## config.mk

```make
export PLATFORM = sky130hd
export DESIGN_NAME = json_string_unescape_utf8
export DESIGN_NICKNAME = d
export VERILOG_FILES = /design/src/hdl/jsu_pkg.sv /design/src/hdl/json_string_unescape_utf8.sv /design/src/hdl/jsu_front.sv /design/src/hdl/jsu_fifo.sv /design/src/hdl/jsu_back.sv
export VERILOG_INCLUDE_DIRS = /design/src /design/src/hdl
export SDC_FILE = /design/constraint.sdc
export NUM_CORES = 1
export LEC_CHECK = 0
export ABC_AREA = 1
export BUFFER_PORTS_ARGS = -buffer_cell sky130_fd_sc_hd__buf_2
export CAP_MARGIN = 30
export CORE_MARGIN = 1.5
export CORE_UTILIZATION = 25
export CTS_CLUSTER_DIAMETER = 40
export DETAILED_ROUTE_END_ITERATION = 8
export PLACE_DENSITY = 0.4
export SLEW_MARGIN = 20
export SYNTH_ARGS = -nofsm -noshare
export SYNTH_HDL_FRONTEND = slang
export SYNTH_SLANG_ARGS = --single-unit
```

## constraint.sdc

```tcl
create_clock -name clk -period 3.4 [get_ports clk]
set_clock_uncertainty 0.2 [all_clocks]
set_input_delay 0.34 -clock clk [delete_from_list [all_inputs] [get_ports clk]]
set_output_delay 0.34 -clock clk [all_outputs]
set_load 0.03 [all_outputs]
```

## src/hdl/json_string_unescape_utf8_macros.svh

```systemverilog
// ----------------------------------------------------------------------------
// JSON string unescaper assertion macros
// Shared concurrent assertion forms used by the unescaper modules.
// ----------------------------------------------------------------------------
`ifndef JSON_STRING_UNESCAPE_UTF8_MACROS_SVH
`define JSON_STRING_UNESCAPE_UTF8_MACROS_SVH

// Same-cycle implication, disabled during reset.
`define JSU_ASSERT_IMPL(lbl, ck, rs, ante, cons, msg) \
  lbl: assert property (@(posedge ck) disable iff (rs) (ante) |-> (cons)) else $error(msg);

// Next-cycle implication, disabled during reset.
`define JSU_ASSERT_NEXT(lbl, ck, rs, ante, cons, msg) \
  lbl: assert property (@(posedge ck) disable iff (rs) (ante) |=> (cons)) else $error(msg);

`endif

```

## src/hdl/jsu_pkg.sv

```systemverilog
// ----------------------------------------------------------------------------
// JSON string unescaper package
// Beat types, the decoded run descriptor and the character helper functions.
// ----------------------------------------------------------------------------
package jsu_pkg;

  typedef struct packed {
    logic [7:0] data_byte;
    logic       string_end;
  } in_t;

  typedef struct packed {
    logic [7:0] out_byte;
    logic       byte_valid;
    logic       run_last;
    logic       string_done;
    logic       escape_error;
  } out_t;

  // One decoded input beat: up to three bytes plus the flags of its last result.
  typedef struct packed {
    logic [2:0][7:0] bytes;
    logic [1:0]      nbytes;
    logic            last;
    logic            err;
  } run_t;

  localparam logic [7:0] CH_BACKSLASH = 8'h5c;
  localparam logic [7:0] CH_QUOTE     = 8'h22;
  localparam logic [7:0] CH_SLASH     = 8'h2f;
  localparam logic [7:0] CH_LOWER_B   = 8'h62;
  localparam logic [7:0] CH_LOWER_F   = 8'h66;
  localparam logic [7:0] CH_LOWER_N   = 8'h6e;
  localparam logic [7:0] CH_LOWER_R   = 8'h72;
  localparam logic [7:0] CH_LOWER_T   = 8'h74;
  localparam logic [7:0] CH_LOWER_U   = 8'h75;

  localparam logic [15:0] UTF8_MAX1 = 16'h007f;
  localparam logic [15:0] UTF8_MAX2 = 16'h07ff;
  localparam logic [7:0]  UTF8_LEAD2 = 8'hc0;
  localparam logic [7:0]  UTF8_LEAD3 = 8'he0;
  localparam logic [7:0]  UTF8_CONT  = 8'h80;

  // Hex digit of either case; anything else is flagged and counts as zero.
  function automatic logic [4:0] hex_value(input logic [7:0] c);
    logic [4:0] r;
    r = '0;
    if (c >= 8'h30 && c <= 8'h39) begin
      r = {1'b0, 4'(c - 8'h30)};
    end else if (c >= 8'h61 && c <= 8'h66) begin
      r = {1'b0, 4'(c - 8'h57)};
    end else if (c >= 8'h41 && c <= 8'h46) begin
      r = {1'b0, 4'(c - 8'h37)};
    end else begin
      r = 5'h10;
    end
    return r;
  endfunction

endpackage

```

## src/hdl/json_string_unescape_utf8.sv

```systemverilog
// ----------------------------------------------------------------------------
// JSON string body unescaper with UTF-8 output
// Decodes backslash and \uXXXX escapes of a JSON string body to bytes.
// ----------------------------------------------------------------------------
//
//   channel  | direction | handshake          | payload
//   ---------+-----------+--------------------+---------------------------------
//   item     | in        | push / full        | data_byte, string_end
//   result   | out       | empty / pop        | out_byte, byte_valid, run_last,
//            |           |                    | string_done, escape_error
//
// An input beat is taken every cycle while the run queue has room. Each beat
// yields zero to three result beats; a beat that yields k results holds the
// output side until all k are popped. A three-byte UTF-8 sequence yields
// three results, but its escape took six input beats, so with pop held
// high the queue never fills and full rises only when the receiver holds
// off. An accepted beat is queued, then loaded as the current run, before
// its first result can be popped. The synchronous reset clears the escape
// phase, the run queue and the output stage; nothing else needs clearing.
//
// Structure: the front end classifies each body byte against the escape
// phase and turns it into a run descriptor (bytes plus end and error flags).
// The run queue lets the front keep accepting while the back end unrolls a
// longer run into single-byte result beats.
// ----------------------------------------------------------------------------
module json_string_unescape_utf8
  import jsu_pkg::*;
#(
  parameter int QUEUE_DEPTH = 4
) (
  input  logic clk,
  input  logic rst,
  input  logic push,
  output logic full,
  input  in_t  item,
  output logic empty,
  input  logic pop,
  output out_t result
);

  // Front end to queue.
  logic wr_en;
  run_t wr_data;
  logic q_full;

  // Queue to back end.
  logic q_rd;
  run_t q_data;
  logic q_not_empty;

  // The block is full exactly when the run queue is, since every accepted
  // beat may need a queue slot.
  assign full = q_full;

  jsu_front u_front (
    .clk     (clk),
    .rst     (rst),
    .push    (push),
    .item    (item),
    .q_full  (q_full),
    .wr_en   (wr_en),
    .wr_data (wr_data)
  );

  jsu_fifo #(
    .DEPTH (QUEUE_DEPTH)
  ) u_fifo (
    .clk       (clk),
    .rst       (rst),
    .wr_en     (wr_en),
    .wr_data   (wr_data),
    .full      (q_full),
    .rd_en     (q_rd),
    .rd_data   (q_data),
    .not_empty (q_not_empty)
  );

  // The back end holds the current run and presents one result beat at a
  // time; its last beat and the next run's load happen in the same cycle.
  jsu_back u_back (
    .clk         (clk),
    .rst         (rst),
    .q_not_empty (q_not_empty),
    .q_data      (q_data),
    .q_rd        (q_rd),
    .empty       (empty),
    .pop         (pop),
    .result      (result)
  );

endmodule

```

## src/hdl/jsu_front.sv

```systemverilog
// ----------------------------------------------------------------------------
// JSON string unescaper front end
// Accepts body bytes, tracks the escape phase and decodes each beat to a run.
// ----------------------------------------------------------------------------
module jsu_front
  import jsu_pkg::*;
(
  input  logic clk,
  input  logic rst,
  input  logic push,
  input  in_t  item,
  input  logic q_full,
  output logic wr_en,
  output run_t wr_data
);

  localparam logic [2:0] PH_PLAIN  = 3'd0;
  localparam logic [2:0] PH_ESCAPE = 3'd1;
  localparam logic [2:0] PH_HEX1   = 3'd2;
  localparam logic [2:0] PH_HEX4   = 3'd5;

  logic [2:0]  phase, phase_next;
  logic [15:0] acc, acc_next;
  logic        accept;
  logic [4:0]  hv;
  logic [15:0] acc_shift;
  logic [7:0]  c;
  run_t        run;

  assign accept = push && !q_full;
  assign c      = item.data_byte;
  assign hv     = hex_value(c);
  assign acc_shift = {acc[11:0], hv[3:0]};

  always_comb begin
    phase_next  = phase;
    acc_next    = acc;
    run.bytes   = '0;
    run.nbytes  = 2'd0;
    run.last    = item.string_end;
    run.err     = 1'b0;
    if (phase == PH_ESCAPE) begin
      phase_next = PH_PLAIN;
      run.nbytes = 2'd1;
      unique case (c)
        CH_LOWER_B:   run.bytes[0] = 8'h08;
        CH_LOWER_F:   run.bytes[0] = 8'h0c;
        CH_LOWER_N:   run.bytes[0] = 8'h0a;
        CH_LOWER_R:   run.bytes[0] = 8'h0d;
        CH_LOWER_T:   run.bytes[0] = 8'h09;
        CH_BACKSLASH: run.bytes[0] = CH_BACKSLASH;
        CH_QUOTE:     run.bytes[0] = CH_QUOTE;
        CH_SLASH:     run.bytes[0] = CH_SLASH;
        CH_LOWER_U: begin
          phase_next = PH_HEX1;
          acc_next   = '0;
          run.nbytes = 2'd0;
        end
        default: begin
          run.nbytes = 2'd0;
          run.err    = 1'b1;
        end
      endcase
    end else if (phase >= PH_HEX1 && phase <= PH_HEX4) begin
      run.err  = hv[4];
      acc_next = acc_shift;
      if (phase == PH_HEX4) begin
        phase_next = PH_PLAIN;
        acc_next   = '0;
        if (acc_shift <= UTF8_MAX1) begin
          run.nbytes   = 2'd1;
          run.bytes[0] = acc_shift[7:0];
        end else if (acc_shift <= UTF8_MAX2) begin
          run.nbytes   = 2'd2;
          run.bytes[0] = UTF8_LEAD2 | {3'b000, acc_shift[10:6]};
          run.bytes[1] = UTF8_CONT | {2'b00, acc_shift[5:0]};
        end else begin
          run.nbytes   = 2'd3;
          run.bytes[0] = UTF8_LEAD3 | {4'b0000, acc_shift[15:12]};
          run.bytes[1] = UTF8_CONT | {2'b00, acc_shift[11:6]};
          run.bytes[2] = UTF8_CONT | {2'b00, acc_shift[5:0]};
        end
      end else begin
        phase_next = phase + 3'd1;
      end
    end else begin
      if (c == CH_BACKSLASH) begin
        phase_next = PH_ESCAPE;
      end else begin
        phase_next   = PH_PLAIN;
        run.nbytes   = 2'd1;
        run.bytes[0] = c;
      end
    end
    if (item.string_end) begin
      // An escape left open at the end of the string is an error.
      if (phase_next != PH_PLAIN) begin
        run.err = 1'b1;
      end
      phase_next = PH_PLAIN;
      acc_next   = '0;
    end
  end

  assign wr_en   = accept && (run.nbytes != 2'd0 || run.err || run.last);
  assign wr_data = run;

  always_ff @(posedge clk) begin
    if (rst) begin
      phase <= PH_PLAIN;
      acc   <= '0;
    end else if (accept) begin
      phase <= phase_next;
      acc   <= acc_next;
    end
  end

endmodule

```

## src/hdl/jsu_fifo.sv

```systemverilog
// ----------------------------------------------------------------------------
// JSON string unescaper run queue
// Small register queue of decoded runs between the front and back ends.
// ----------------------------------------------------------------------------
`include "json_string_unescape_utf8_macros.svh"

module jsu_fifo
  import jsu_pkg::*;
#(
  parameter int DEPTH = 4
) (
  input  logic clk,
  input  logic rst,
  input  logic wr_en,
  input  run_t wr_data,
  output logic full,
  input  logic rd_en,
  output run_t rd_data,
  output logic not_empty
);

  localparam int PW = (DEPTH > 1) ? $clog2(DEPTH) : 1;
  localparam int CW = $clog2(DEPTH + 1);

  run_t          mem [DEPTH];
  logic [PW-1:0] wp, rp;
  logic [CW-1:0] cnt;
  logic          do_wr, do_rd;

  assign full      = (cnt == CW'(DEPTH));
  assign not_empty = (cnt != '0);
  assign do_wr     = wr_en && !full;
  assign do_rd     = rd_en && not_empty;
  assign rd_data   = mem[rp];

  always_ff @(posedge clk) begin
    if (do_wr) begin
      mem[wp] <= wr_data;
    end
  end

  always_ff @(posedge clk) begin
    if (rst) begin
      wp  <= '0;
      rp  <= '0;
      cnt <= '0;
    end else begin
      if (do_wr) begin
        wp <= (wp == PW'(DEPTH - 1)) ? '0 : wp + 1'b1;
      end
      if (do_rd) begin
        rp <= (rp == PW'(DEPTH - 1)) ? '0 : rp + 1'b1;
      end
      if (do_wr && !do_rd) begin
        cnt <= cnt + 1'b1;
      end else if (do_rd && !do_wr) begin
        cnt <= cnt - 1'b1;
      end
    end
  end

  `JSU_ASSERT_NEXT(a_cnt_up, clk, rst, do_wr && !do_rd, cnt == $past(cnt) + 1'b1, "count did not rise")
  `JSU_ASSERT_NEXT(a_cnt_down, clk, rst, do_rd && !do_wr, cnt == $past(cnt) - 1'b1, "count did not fall")

endmodule

```

## src/hdl/jsu_back.sv

```systemverilog
// ----------------------------------------------------------------------------
// JSON string unescaper back end
// Unrolls each decoded run into result beats, at most one byte per beat.
// ----------------------------------------------------------------------------
`include "json_string_unescape_utf8_macros.svh"

module jsu_back
  import jsu_pkg::*;
(
  input  logic clk,
  input  logic rst,
  input  logic q_not_empty,
  input  run_t q_data,
  output logic q_rd,
  output logic empty,
  input  logic pop,
  output out_t result
);

  run_t       cur;
  logic       cur_valid;
  logic [1:0] idx;
  logic [1:0] total;
  logic       last_beat;
  logic       take;
  logic       load;

  assign total     = (cur.nbytes == 2'd0) ? 2'd1 : cur.nbytes;
  assign last_beat = (idx == total - 2'd1);
  assign take      = pop && cur_valid;
  assign load      = q_not_empty && (!cur_valid || (take && last_beat));
  assign q_rd      = load;
  assign empty     = !cur_valid;

  always_comb begin
    result.byte_valid   = (idx < cur.nbytes);
    result.out_byte     = result.byte_valid ? cur.bytes[idx] : 8'h00;
    result.run_last     = last_beat;
    result.string_done  = last_beat && cur.last;
    result.escape_error = last_beat && cur.err;
  end

  always_ff @(posedge clk) begin
    if (load) begin
      cur <= q_data;
    end
  end

  always_ff @(posedge clk) begin
    if (rst) begin
      cur_valid <= 1'b0;
      idx       <= '0;
    end else if (load) begin
      cur_valid <= 1'b1;
      idx       <= '0;
    end else if (take) begin
      if (last_beat) begin
        cur_valid <= 1'b0;
        idx       <= '0;
      end else begin
        idx <= idx + 2'd1;
      end
    end
  end

  `JSU_ASSERT_IMPL(a_idx_range, clk, rst, cur_valid, idx < total, "beat index past run length")
  `JSU_ASSERT_NEXT(a_hold_beat, clk, rst, cur_valid && !pop, $stable(result) && !empty, "waiting beat changed")

endmodule
```

==> metrics.yaml <==
run_status:
  outcome: "finished, final reports clean"
cts:
  clk_pin_slew_ps: 60
  postCtsSetupBuffers: 0
  root_buffer: "clkbuf_16"
  cts_htree_levels: 4
  cts_sinks: 150
  cts.path.max_buffers: 2
  cts.repair.resized: 0
  cts-hold-fix-buffers: 0
  worstSkewPairLatency_ps: 420
  cts_tree: "yes"
  cts_buffers: 17
logic_synthesis:
  yosys.area.top_type: "edfxtp_1"
  yosysSeqAreaShare_pct: 63.3
  yosysUniqueCellTypes: 36
  synth_top_cell_area_share_pct: 55.8
  syn_avg_cell_area_um2: 10.1
  syn_nets: 688
  synth_area_leaders: "edfxtp_1, dfxtp_1, nor2_1"
  synth_ff_type: "edfxtp_1"
  synthArstFlopShare_pct: 0
  synth_commonest_cells: "edfxtp_1, nor2_1, nand2_1"
  netlist_instances: 663
  yosysWarningCount: 0
  synth_most_common_cell: "edfxtp_1"
  ys_seq_elements: 150
  syn_area_mm2: 0.00672
  synth_edf_count: 125
setup_path:
  worstReg2RegStart: "u_front.acc[6]"
  crit_path_end: "u_fifo.cnt[2]"
  slowest_stage: "fa_1"
  crit_start: "u_front.acc[6]"
  end_kind: "flip-flop"
  crit_required_ps: 3500
  path_cells: "inv_1 -> nand3_1 -> o21ai_0 -> nand2_1 -> nand2_1 -> nand2_1 -> nand2_2 -> o21bai_4 -> inv_1 -> ha_1 -> inv_1 -> fa_1 -> a21oi_1 -> o21ai_0 -> o21ai_0 -> a21oi_1"
  path_max_fanout: 9
  reg2reg_slack_ps: 500
  cp_slowest_stage_delay_ps: 380
  worstPathArrival_ps: 3000
  rr_worst_depth: 16
  start_kind: "flip-flop"
  crit_type: "flip-flop to flip-flop"
  rr_endpoint: "u_fifo.cnt[2]"
final_layout:
  final_cells: 1043
  syn2layout_area_growth_pct: 17.5
  design_area_mm2: 0.00790
  fin_util_pct: 30.1
  drive_gt1_share_pct: 14.0
  nFillCells: 2695
  diodes: 0
  nets: 720
timing:
  finalSetupViolations: 0
  max-slew-margin-rel_pct: 61.4
  min_period_ps: 2900
  fin_tns_setup_ps: 0
  fin_ws_ps: 504
  slew_violations: 0
  fmax_mhz: 345
  holdWs_ps: 60.5
  min_period_over_period_pct: 85.2
  rsz0062_at_grt: "false"
  worst_pin_slew_ps: 574
  hold_viol: 0
power:
  p_seq_share_pct: 41.5
  sw_frac_of_total_pct: 35.3
  p_clk_share_pct: 30.2
  p_comb_share_pct: 28.3
  finalPower_mw: 6.08
  p_sw_mw: 2.15
  p_int_mw: 3.94
  power_density_mw_per_mm2: 770
  p_leak_nw: 2.86
  peakVddDrop_mv: 0.322
place:
  gp_congestion: 0.872
  numPortBuffers: 26
  place_inst: 1011
  dpl_cell_area_mm2: 0.00731
  place_ws_ps: 184
  hpwl_um: 11500
drt:
  ant_nets: 0
  drt_iter0_drc: 339
  drc: 0
  firstDrtPassIters: 4
  wl_per_cell_um: 16.2
  viasPerCell: 4.56
  vias: 4759
  wl_um: 16900
floorplanning:
  die_w_um: 167
  rows: 59
  pin_count: 27
  start_util_pct: 25.7
  coreArea_mm2: 0.0262
  die_y_um: 167
  fp.dieArea_mm2: 0.0279
grt:
  grtUsageTotal_pct: 12.5
  grt_pass1_vias: 4683
  grt_antenna_before_repair: 0
  gr-total-overflow: 0
  grt_max_degree: 53
  grt_pass1_wl_um: 26400
min_path:
  hp-class: "input pin to flip-flop"
flow_run:
  cap_violations: 0
-- routing by layer --
metal  part of all wire (%)  track usage [%]  routed length [um]
met1                     49             16.5                8310
met2                     47             20.7                7980
met3                    2.7             2.33                 458
met4                   0.93             3.68                 157
met5                      0                0                   0
-- how the worst min path moves through the flow --
| stage | start | endpoint | slack [ps] | cells after the start |
|---|---|---|---|---|
| 2_1_floorplan | item[0] | u_fifo.mem[0][1] | 240 | 0 |
| 3_3_place_gp | u_front.acc[1] | u_front.acc[5] | 270 | 2 |
| 3_5_place_dp | u_front.acc[2] | u_front.acc[6] | 280 | 2 |
| 4_1_cts | item[0] | u_fifo.mem[2][1] | 40 | 1 |
| 5_1_grt | item[0] | u_fifo.mem[2][1] | 60 | 1 |
| 6_report | item[0] | u_fifo.mem[2][1] | 60 | 1 |
-- cell type report --
cell class                      count  area, um2  share of cell area (%)
Clock inverter                     15        163                    2.06
Multi-Input combinational cell    429       2150                    27.2
Tap cell                          335        419                    5.31
Timing Repair Buffer               38        270                    3.42
Inverter                           59        221                    2.80
Clock buffer                       17        425                    5.38
Sequential cell                   150       4250                    53.8
-- sequential cells by signal, indices dropped and copies added, names as in the netlist --
signal / flops
u_fifo.mem: 100
u_back.cur: 25
u_back.idx: 2
u_fifo.rp: 2
u_front.acc: 12
u_back.cur_valid: 1
u_front.phase: 3
u_fifo.cnt: 3
u_fifo.wp: 2
-- cell usage in the layout, fill, tap and decap left out, types with 4 or more instances in the layout --
master and instances:
edfxtp_1 125, a21oi_1 38, nand3_1 18, nand2_1 96, buf_12 4, dfxtp_1 25, inv_2 7, buf_2 26
buf_4 8, clkbuf_16 17, o22ai_1 33, nor2_1 109, o21ai_0 77, ha_1 11, nand3_2 4, inv_1 52
nor2_2 8, nand2_2 5, inv_6 6, nand4_1 6
-- worst max-delay path: cells and delay by family, from the launching register on --
kind | cells | cell delay, ps
AO/OA/AOI/OAI | 6 | 880
AND/OR/NAND/NOR | 5 | 590
adder cells (fa/ha/maj) | 2 | 510
flip-flops | 1 | 350
buffers and inverters | 3 | 240
-- power by group through the flow --
stage | logic, mW | registers [mW] | clock network [mW]
6_report | 1.72 | 2.52 | 1.84
3_5_place_dp | 1.77 | 2.57 | 0
3_3_place_gp | 1.74 | 2.56 | 0
2_1_floorplan | 1.16 | 2.54 | 0
5_1_grt | 1.92 | 2.56 | 1.96
4_1_cts | 1.77 | 2.53 | 1.89
-- kinds of logic after synthesis --
| group | synth area share (%) |
|---|---|
| compound gates | 13.6 |
| fa+ha+maj | 2.35 |
| buf+inv | 4.93 |
| xor+xnor | 0.261 |
| flops | 63.3 |
| simple gates | 15.6 |
Note: power is estimated with default switching activity, not from simulation.
